**config.mk**
```make
export PLATFORM = sky130hd
export DESIGN_NAME = button_click_classifier_top
export DESIGN_NICKNAME = d
export VERILOG_FILES = /design/src/bcc_pkg.sv /design/src/bcc_step.sv /design/src/button_click_classifier_top.sv
export SDC_FILE = /design/constraint.sdc
export NUM_CORES = 1
export LEC_CHECK = 0
export BUFFER_PORTS_ARGS = -buffer_cell sky130_fd_sc_hd__buf_2
export CORE_MARGIN = 1.5
export CORE_UTILIZATION = 30
export DETAILED_ROUTE_END_ITERATION = 7
export HOLD_SLACK_MARGIN = 0.1
export PLACE_DENSITY = 0.54
export SLEW_MARGIN = 20
export SYNTH_ARGS = -nofsm -noshare
export SYNTH_HDL_FRONTEND = slang
export SYNTH_SLANG_ARGS = --single-unit
```
**constraint.sdc**
```tcl
create_clock -name clk -period 18.2 [get_ports clk]
set_clock_uncertainty 0.2 [all_clocks]
set_input_delay 2.73 -clock clk [delete_from_list [all_inputs] [get_ports clk]]
set_output_delay 2.73 -clock clk [all_outputs]
set_load 0.02 [all_outputs]
```
**src/bcc_pkg.sv**
```systemverilog
// Shared types and constants for the button click classifier.
// No dependencies; used by bcc_step and button_click_classifier_top.
package bcc_pkg;

	localparam int NUM_BUTTONS = 4;
	localparam int BTN_BITS    = 2;
	localparam int TIME_BITS   = 32;
	localparam int CFG_BITS    = 16;
	localparam int KIND_BITS   = 2;
	localparam int CLICK_BITS  = 2;

	// event kinds
	localparam logic [KIND_BITS-1:0] KIND_SHORT  = 2'd0;
	localparam logic [KIND_BITS-1:0] KIND_LONG   = 2'd1;
	localparam logic [KIND_BITS-1:0] KIND_DOUBLE = 2'd2;

	// configuration register indexes
	localparam logic [1:0] REG_DEBOUNCE = 2'd0;
	localparam logic [1:0] REG_LONG     = 2'd1;
	localparam logic [1:0] REG_DOUBLE   = 2'd2;

	localparam logic [CLICK_BITS-1:0] DOUBLE_CLICK_COUNT = 2'd2;

	typedef struct packed {
		logic                  raw_level;
		logic                  stable_level;
		logic                  long_sent;
		logic                  tracking;
		logic [CLICK_BITS-1:0] clicks;
		logic [TIME_BITS-1:0]  raw_change_time;
		logic [TIME_BITS-1:0]  press_time;
		logic [TIME_BITS-1:0]  release_time;
	} btn_state_t;

	typedef struct packed {
		logic [CFG_BITS-1:0] debounce_ms;
		logic [CFG_BITS-1:0] long_press_ms;
		logic [CFG_BITS-1:0] double_click_ms;
	} cfg_regs_t;

	typedef struct packed {
		logic                 have;
		logic [KIND_BITS-1:0] kind;
	} step_event_t;

endpackage

```
**src/bcc_step.sv**
```systemverilog
// Per-button update logic: debounce, click counting, long press and
// double-click timing for one poll. Combinational; depends on bcc_pkg.
module bcc_step (
	input  bcc_pkg::btn_state_t           cur,
	input  bcc_pkg::cfg_regs_t            cfg,
	input  logic                          press_intr,
	input  logic                          pressed_level,
	input  logic [bcc_pkg::TIME_BITS-1:0] now_ms,
	output bcc_pkg::btn_state_t           nxt,
	output bcc_pkg::step_event_t          evt
);

	logic [bcc_pkg::TIME_BITS-1:0] deb_t;
	logic [bcc_pkg::TIME_BITS-1:0] long_t;
	logic [bcc_pkg::TIME_BITS-1:0] dbl_t;

	assign deb_t  = bcc_pkg::TIME_BITS'(cfg.debounce_ms);
	assign long_t = bcc_pkg::TIME_BITS'(cfg.long_press_ms);
	assign dbl_t  = bcc_pkg::TIME_BITS'(cfg.double_click_ms);

	always_comb begin
		bcc_pkg::btn_state_t s;
		s = cur;
		evt.have = 1'b0;
		evt.kind = bcc_pkg::KIND_SHORT;

		if (press_intr) begin
			s.tracking = 1'b1;
			if (!s.raw_level && !s.stable_level) begin
				s.raw_level       = 1'b1;
				s.raw_change_time = now_ms;
			end
		end

		// idle, untracked button: poll leaves state untouched
		if (!(s.tracking || s.raw_level || s.stable_level || s.clicks != '0)) begin
			s = cur;
		end else begin
			if (pressed_level != s.raw_level) begin
				s.raw_level       = pressed_level;
				s.raw_change_time = now_ms;
			end

			if (s.raw_level != s.stable_level &&
			    (now_ms - s.raw_change_time) >= deb_t) begin
				s.stable_level = s.raw_level;
				if (s.stable_level) begin
					s.tracking   = 1'b1;
					s.press_time = now_ms;
					s.long_sent  = 1'b0;
				end else if (!s.long_sent) begin
					s.clicks       = s.clicks + 1'b1;
					s.release_time = now_ms;
					if (s.clicks >= bcc_pkg::DOUBLE_CLICK_COUNT) begin
						evt.have = 1'b1;
						evt.kind = bcc_pkg::KIND_DOUBLE;
						s.clicks = '0;
					end
				end else begin
					s.clicks = '0;
				end
			end

			if (s.stable_level && !s.long_sent &&
			    (now_ms - s.press_time) >= long_t) begin
				evt.have    = 1'b1;
				evt.kind    = bcc_pkg::KIND_LONG;
				s.long_sent = 1'b1;
				s.clicks    = '0;
			end

			// lone click: report once the double-click window has run out
			if (!s.stable_level && s.clicks == 2'd1 &&
			    (now_ms - s.release_time) >= dbl_t) begin
				evt.have = 1'b1;
				evt.kind = bcc_pkg::KIND_SHORT;
				s.clicks = '0;
			end

			if (!s.stable_level && !s.raw_level && s.clicks == '0 &&
			    (now_ms - s.raw_change_time) >= deb_t) begin
				s.tracking = 1'b0;
			end
		end

		nxt = s;
	end

endmodule

```
**src/button_click_classifier_top.sv**
```systemverilog
// Top level of the button click classifier: input register, per-button
// state registers, output register. Depends on bcc_pkg and bcc_step.
//
// Usage:
//  - Input channel (in_valid / in_stall) carries one poll of one button:
//    button_index, press_intr, pressed_level, now_ms. A transaction happens
//    at a rising edge with in_valid high and in_stall low.
//  - Output channel (out_valid / out_stall) carries zero or one event per
//    poll: event_button, event_kind (0 short, 1 long, 2 double), event_time.
//  - Config channel (cfg_valid / cfg_ready, cfg_index, cfg_data) writes
//    debounce_ms (0), long_press_ms (1), double_click_ms (2). cfg_ready is
//    always high; index 3 is ignored. Write only while the block is idle.
//  - Flow: an accepted poll sits in the input register; when it retires it
//    updates its button's state register and, if it makes an event, loads
//    the output register, from which the receiver takes it.
//  - Throughput: one poll per cycle while in_stall is low, set by the
//    read-modify-write of the addressed button's state register.
//  - When out_stall holds an event, a poll that makes no event still
//    retires; a poll that makes an event waits in the input register, and
//    in_stall rises until the output register frees.
//  - Reset (arst_n low) clears all button state, restores the threshold
//    defaults (20, 1000, 300 ms) and empties both registers.
module button_click_classifier_top (
	input  logic                          clk,
	input  logic                          arst_n,
	input  logic                          in_valid,
	output logic                          in_stall,
	input  logic [bcc_pkg::BTN_BITS-1:0]  button_index,
	input  logic                          press_intr,
	input  logic                          pressed_level,
	input  logic [bcc_pkg::TIME_BITS-1:0] now_ms,
	output logic                          out_valid,
	input  logic                          out_stall,
	output logic [bcc_pkg::BTN_BITS-1:0]  event_button,
	output logic [bcc_pkg::KIND_BITS-1:0] event_kind,
	output logic [bcc_pkg::TIME_BITS-1:0] event_time,
	input  logic                          cfg_valid,
	output logic                          cfg_ready,
	input  logic [1:0]                    cfg_index,
	input  logic [bcc_pkg::CFG_BITS-1:0]  cfg_data
);

	bcc_pkg::cfg_regs_t   cfg_q;
	bcc_pkg::btn_state_t  state_q [bcc_pkg::NUM_BUTTONS];
	bcc_pkg::btn_state_t  cur_state;
	bcc_pkg::btn_state_t  nxt_state;
	bcc_pkg::step_event_t evt;

	logic                          valid_s1;
	logic [bcc_pkg::BTN_BITS-1:0]  btn_s1;
	logic                          irq_s1;
	logic                          level_s1;
	logic [bcc_pkg::TIME_BITS-1:0] now_s1;

	logic                          out_valid_q;
	logic [bcc_pkg::BTN_BITS-1:0]  out_btn_q;
	logic [bcc_pkg::KIND_BITS-1:0] out_kind_q;
	logic [bcc_pkg::TIME_BITS-1:0] out_time_q;

	logic s1_go;
	logic in_take;
	logic out_take;

	assign cfg_ready = 1'b1;

	always_ff @(posedge clk or negedge arst_n) begin
		if (!arst_n) begin
			cfg_q.debounce_ms     <= 16'd20;
			cfg_q.long_press_ms   <= 16'd1000;
			cfg_q.double_click_ms <= 16'd300;
		end else if (cfg_valid) begin
			unique case (cfg_index)
				bcc_pkg::REG_DEBOUNCE: cfg_q.debounce_ms     <= cfg_data;
				bcc_pkg::REG_LONG:     cfg_q.long_press_ms   <= cfg_data;
				bcc_pkg::REG_DOUBLE:   cfg_q.double_click_ms <= cfg_data;
				default: ;
			endcase
		end
	end

	// poll in s1 retires unless it has an event and the output is blocked
	assign out_take = out_valid_q && !out_stall;
	assign s1_go    = valid_s1 && !(evt.have && out_valid_q && out_stall);
	assign in_stall = valid_s1 && !s1_go;
	assign in_take  = in_valid && !in_stall;

	always_ff @(posedge clk or negedge arst_n) begin
		if (!arst_n) begin
			valid_s1 <= 1'b0;
		end else if (in_take) begin
			valid_s1 <= 1'b1;
		end else if (s1_go) begin
			valid_s1 <= 1'b0;
		end
	end

	always_ff @(posedge clk) begin
		if (in_take) begin
			btn_s1   <= button_index;
			irq_s1   <= press_intr;
			level_s1 <= pressed_level;
			now_s1   <= now_ms;
		end
	end

	assign cur_state = state_q[btn_s1];

	bcc_step u_step (
		.cur           (cur_state),
		.cfg           (cfg_q),
		.press_intr    (irq_s1),
		.pressed_level (level_s1),
		.now_ms        (now_s1),
		.nxt           (nxt_state),
		.evt           (evt)
	);

	always_ff @(posedge clk or negedge arst_n) begin
		if (!arst_n) begin
			for (int i = 0; i < bcc_pkg::NUM_BUTTONS; i++) begin
				state_q[i] <= '0;
			end
		end else if (s1_go) begin
			state_q[btn_s1] <= nxt_state;
		end
	end

	always_ff @(posedge clk or negedge arst_n) begin
		if (!arst_n) begin
			out_valid_q <= 1'b0;
		end else if (s1_go && evt.have) begin
			out_valid_q <= 1'b1;
		end else if (out_take) begin
			out_valid_q <= 1'b0;
		end
	end

	always_ff @(posedge clk) begin
		if (s1_go && evt.have) begin
			out_btn_q  <= btn_s1;
			out_kind_q <= evt.kind;
			out_time_q <= now_s1;
		end
	end

	assign out_valid    = out_valid_q;
	assign event_button = out_btn_q;
	assign event_kind   = out_kind_q;
	assign event_time   = out_time_q;

endmodule
```
==> results.md <==
- The most used flip-flop cell after synthesis is sky130_fd_sc_hd__dfrtp_1.
- The count of mapped cells out of synthesis is 2,599.
- The total overflow left after global routing is 0.
- The number of top-level design ports is 98.
- The worst setup path is of the reg -> out kind.
- The number of enable-type register cells in the synthesized netlist is 72.
- The number of cells on the worst reg-to-reg path is 49.
- The share of synthesized flip-flops with an asynchronous set or reset is 0.864.
- Dividing the final minimum period by the clock period gives 0.935.
- STA puts the critical path data arrival time at 14.09 ns.
- The endpoint class of the critical path is an output port.
- The number of nets produced by synthesis is 2,800.
- The total of warnings raised by yosys is 0.
- The global-route total usage across every layer is 0.168.
- Of the total synthesized cell area, the portion taken by AND, OR, NAND and NOR gates is 0.0736.
- The ratio of cells with drive above 1 in the final layout is 0.226.
- The leading cell type in the layout, fill and taps excluded is sky130_fd_sc_hd__dfrtp_1.
- The clock-pin slew of the registers on the worst-case setup and hold paths is 0.06 ns.
- Clock latency on the worst-skew pair, taken at its later pin, is 0.65 ns.
- The critical path runs through a total of 54 cells.
- The xor and xnor fraction of the mapped netlist area is 0.0166.
- The main combinational cell family by area after synthesis is multiplexers.
- The standard cell with the maximum stage delay on the critical path is sky130_fd_sc_hd__mux4_2.
- TritonCTS built the clock tree.
- The run finished with clean final reports.
- The worst hold path cell count is 1.
- The number of max-slew violations in the final report is 0.
- The floorplan step defined a core boundary enclosing 102,000 µm².
- The share of the Yosys chip area taken by registers is 0.438.
- The detailed-route vias per instance is 5.27.
- In this run, synthesis produced a sequential element count of 530.
- The die is 325 µm tall.
- The total via count after detailed routing is 21,525.
- The maximum VDD drop is 0.0982 mV.
- The sum of routed wire length over all layers is 89,800 µm.
- The core utilization of the finished layout is 0.343.
- CTS built an H-tree with a depth of 2.
- The layout overhead on the synthesized area is 12.8%.
- The first routing iteration left 1,526 violations.
- The area share of fa/ha/maj cells after synthesis is 0.0594.
- The first-pass GRT wire length is 137,000 µm.
- The delay of the slowest cell on the worst path is 0.75 ns.
- The library cell used as clock root buffer is sky130_fd_sc_hd__clkbuf_16.
- For this run, the top clock speed supported by timing is 58.8 MHz.
- Yosys mapped the design onto 82 distinct sky130hd cell types.
- The leakage dissipation is 15.1 nW.
- STA classifies the critical path startpoint as a flop.
- The clock drives 530 sinks.
- The via count of the first global-routing pass is 21,854.
- The buffer levels on the longest clock path is 3.
- Among cell families on the critical path, the largest total delay comes from compound AO/OA/AOI/OAI gates.
- The number of setup buffers added after CTS is 0.
- The count of maximum capacitance violations is 0.
- The repair_antennas step left the layout with diodes totalling 0.
- In this run the power density over the cells is 192 nW/µm².
- The maximum number of pins on one net before global-route repair is 129.
- The number of clock buffers added by TritonCTS is 57.
- The die outline area is 106,000 µm².
- In this run the worst hold path is classified as reg -> reg.
- Registers take 13,600 µm².
- Dividing the detail-routed wire length by the instance count gives 22.0 µm.
- The fraction of the mapped netlist area in compound gates is 0.0954.
- The worst slew slack as a fraction of its limit is 0.296.
- The multi-input combinational cells in the finished layout cover a total of 16,500 µm².
- The final critical-path required period is 17.02 ns.
- The remaining antenna violation count after routing is 0.
- Setup violations remaining at the end of the flow were counted as 0.
- The final-stage net count is 2,866.
- The count of buffering cells on the critical path with inverters included is 4.
- Setup repair after global routing left no endpoint under its margin.
- The top cell types in the final layout, fill and taps aside, are sky130_fd_sc_hd__dfrtp_1 (446), sky130_fd_sc_hd__mux2_1 (276), sky130_fd_sc_hd__mux2_2 (230).
- The number of rows created at floorplan is 117.
- The placer congestion estimate is 0.961.
- The largest fanout of any net on the critical path is 81.
- The total of buffers placed on input and output ports is 96.
- Measured against the total synthesized area, the mux share comes to 0.283.
- The count of endpoints failing hold in the final timing report was 0.
- The floorplan step set the die width to 325 µm.
- The summed instance area of the synthesized netlist is 31,100 µm².
- The number of antenna violations at the first check in global routing came to 6.
- The HPWL reported at the end of detailed placement is 63,700 µm.
- The synthesized area per cell is 12.0 µm².
- Adding up every negative setup slack in the final design gives 0 ns.
- After detailed routing, the number of remaining DRC violations is 0.
- The number of buffers inserted by hold repair at cts is 0.
- Before antenna repair, the detailed router went through 6 iterations.
- In this run, post-CTS repair resized a total of 0 instances.
- At the worst endpoint, the required time is 15.27 ns.
- The slew at the pin with the worst max-slew slack is 1.05 ns.
- The initial core utilization is 0.304.
- The final-layout fill cell count is 10,124.
-- worst paths after layout --
| path | startpoint | endpoint | slack (ns) |
|---|---|---|---|
| setup / recovery | btn_s1[0]$_DFFE_PP_ | in_stall | 1.18 |
| hold / removal | state_q[128]$_DFFE_PN0P_ | state_q[128]$_DFFE_PN0P_ | 0.29 |
| setup reg to reg | btn_s1[0]$_DFFE_PP_ | state_q[349]$_DFFE_PN0P_ | 2.65 |
| hold reg to reg | state_q[128]$_DFFE_PN0P_ | state_q[128]$_DFFE_PN0P_ | 0.29 |
| max in group asynchronous | arst_n | state_q[276]$_DFFE_PN0P_ | 13.10 |
| min in group asynchronous | arst_n | state_q[230]$_DFFE_PN0P_ | 1.91 |
-- area by class of cell --
type                       count  area share
multi-input combinational   1841       0.470
sequential                   530       0.388
tap                         1368      0.0487
clock buffer                  73      0.0455
timing repair buffer         144      0.0253
clock inverter                35      0.0123
inverter                      91     0.00972
-- cell families after synthesis --
kind of cell / count (synthesis)
buf+inv: 228
xor+xnor: 59
other cells: 1
mux: 691
fa+ha+maj: 147
compound gates: 467
flops: 530
simple gates: 476
-- power by group --
part | internal (mW) | total (mW) | leakage (nW) | switching (mW)
clock | 0.727 | 1.24 | 0.975 | 0.512
sequential | 1.69 | 1.92 | 6.34 | 0.228
combinational | 1.54 | 3.59 | 7.82 | 2.06
total | 3.96 | 6.75 | 15.1 | 2.80
-- layer usage --
metal / vias to the layer above / GRT usage / share of wire / routed length [µm]
li1: 9826 / - / - / -
met2: 510 / 0.269 / 0.46 / 41300
met3: 108 / 0.0227 / 0.045 / 4060
met1: 11073 / 0.240 / 0.48 / 42900
met4: 8 / 0.0346 / 0.016 / 1480
met5: - / 0 / 0.00058 / 52
-- cell usage after synthesis, drive strengths merged (27+ instances only) --
| cell | n | share of area |
|---|---|---|
| mux4 | 102 | 0.074 |
| a21oi | 156 | 0.025 |
| buf | 60 | 0.013 |
| inv | 91 | 0.011 |
| dfrtp | 446 | 0.36 |
| nand3 | 27 | 0.0043 |
| nor3 | 32 | 0.0051 |
| nand4 | 34 | 0.0068 |
| nor2 | 147 | 0.018 |
| mux2i | 83 | 0.027 |
| ha | 139 | 0.056 |
| a21o | 53 | 0.013 |
| mux2 | 506 | 0.18 |
| clkbuf | 77 | 0.0093 |
| o21ai | 105 | 0.017 |
| edfxtp | 72 | 0.069 |
| xnor2 | 38 | 0.011 |
| nand2 | 124 | 0.015 |
-- metrics by stage --
stage	setup WS [ns]	hold WS [ns]	std cells	area, µm²	power, mW
2_1_floorplan	2.56	0.224	2599	31100	4.49
3_3_place_gp	2.25	0.268	3974	33100	5.49
3_5_place_dp	2.05	0.275	3974	33100	5.50
4_1_cts	1.33	0.290	4082	35100	6.77
5_1_grt	0.180	0.298	4082	35100	7.23
6_report	1.18	0.285	4082	35100	6.75
-- worst reg2reg max path, delay by kind of cell (launching register included) --
| kind | cells | cell delay (ns) |
|---|---|---|
| AO/OA/AOI/OAI | 25 | 5.94 |
| XOR/XNOR | 2 | 0.37 |
| adder cells (fa/ha/maj) | 5 | 1.53 |
| buffers and inverters | 5 | 2.39 |
| flip-flops | 1 | 0.43 |
| multiplexers | 3 | 1.63 |
| AND/OR/NAND/NOR | 9 | 2.93 |
-- registers in the layout, summed over array words and instances, names as in the netlist --
| name | cells |
|---|---|
| state_q | 408 |
| cfg_q | 48 |
| event_time | 32 |
| now_s1 | 32 |
| btn_s1 | 2 |
| event_button | 2 |
| event_kind | 2 |
| irq_s1 | 1 |
| level_s1 | 1 |
| out_valid | 1 |
| valid_s1 | 1 |
Power figures use the tool's default switching activity.
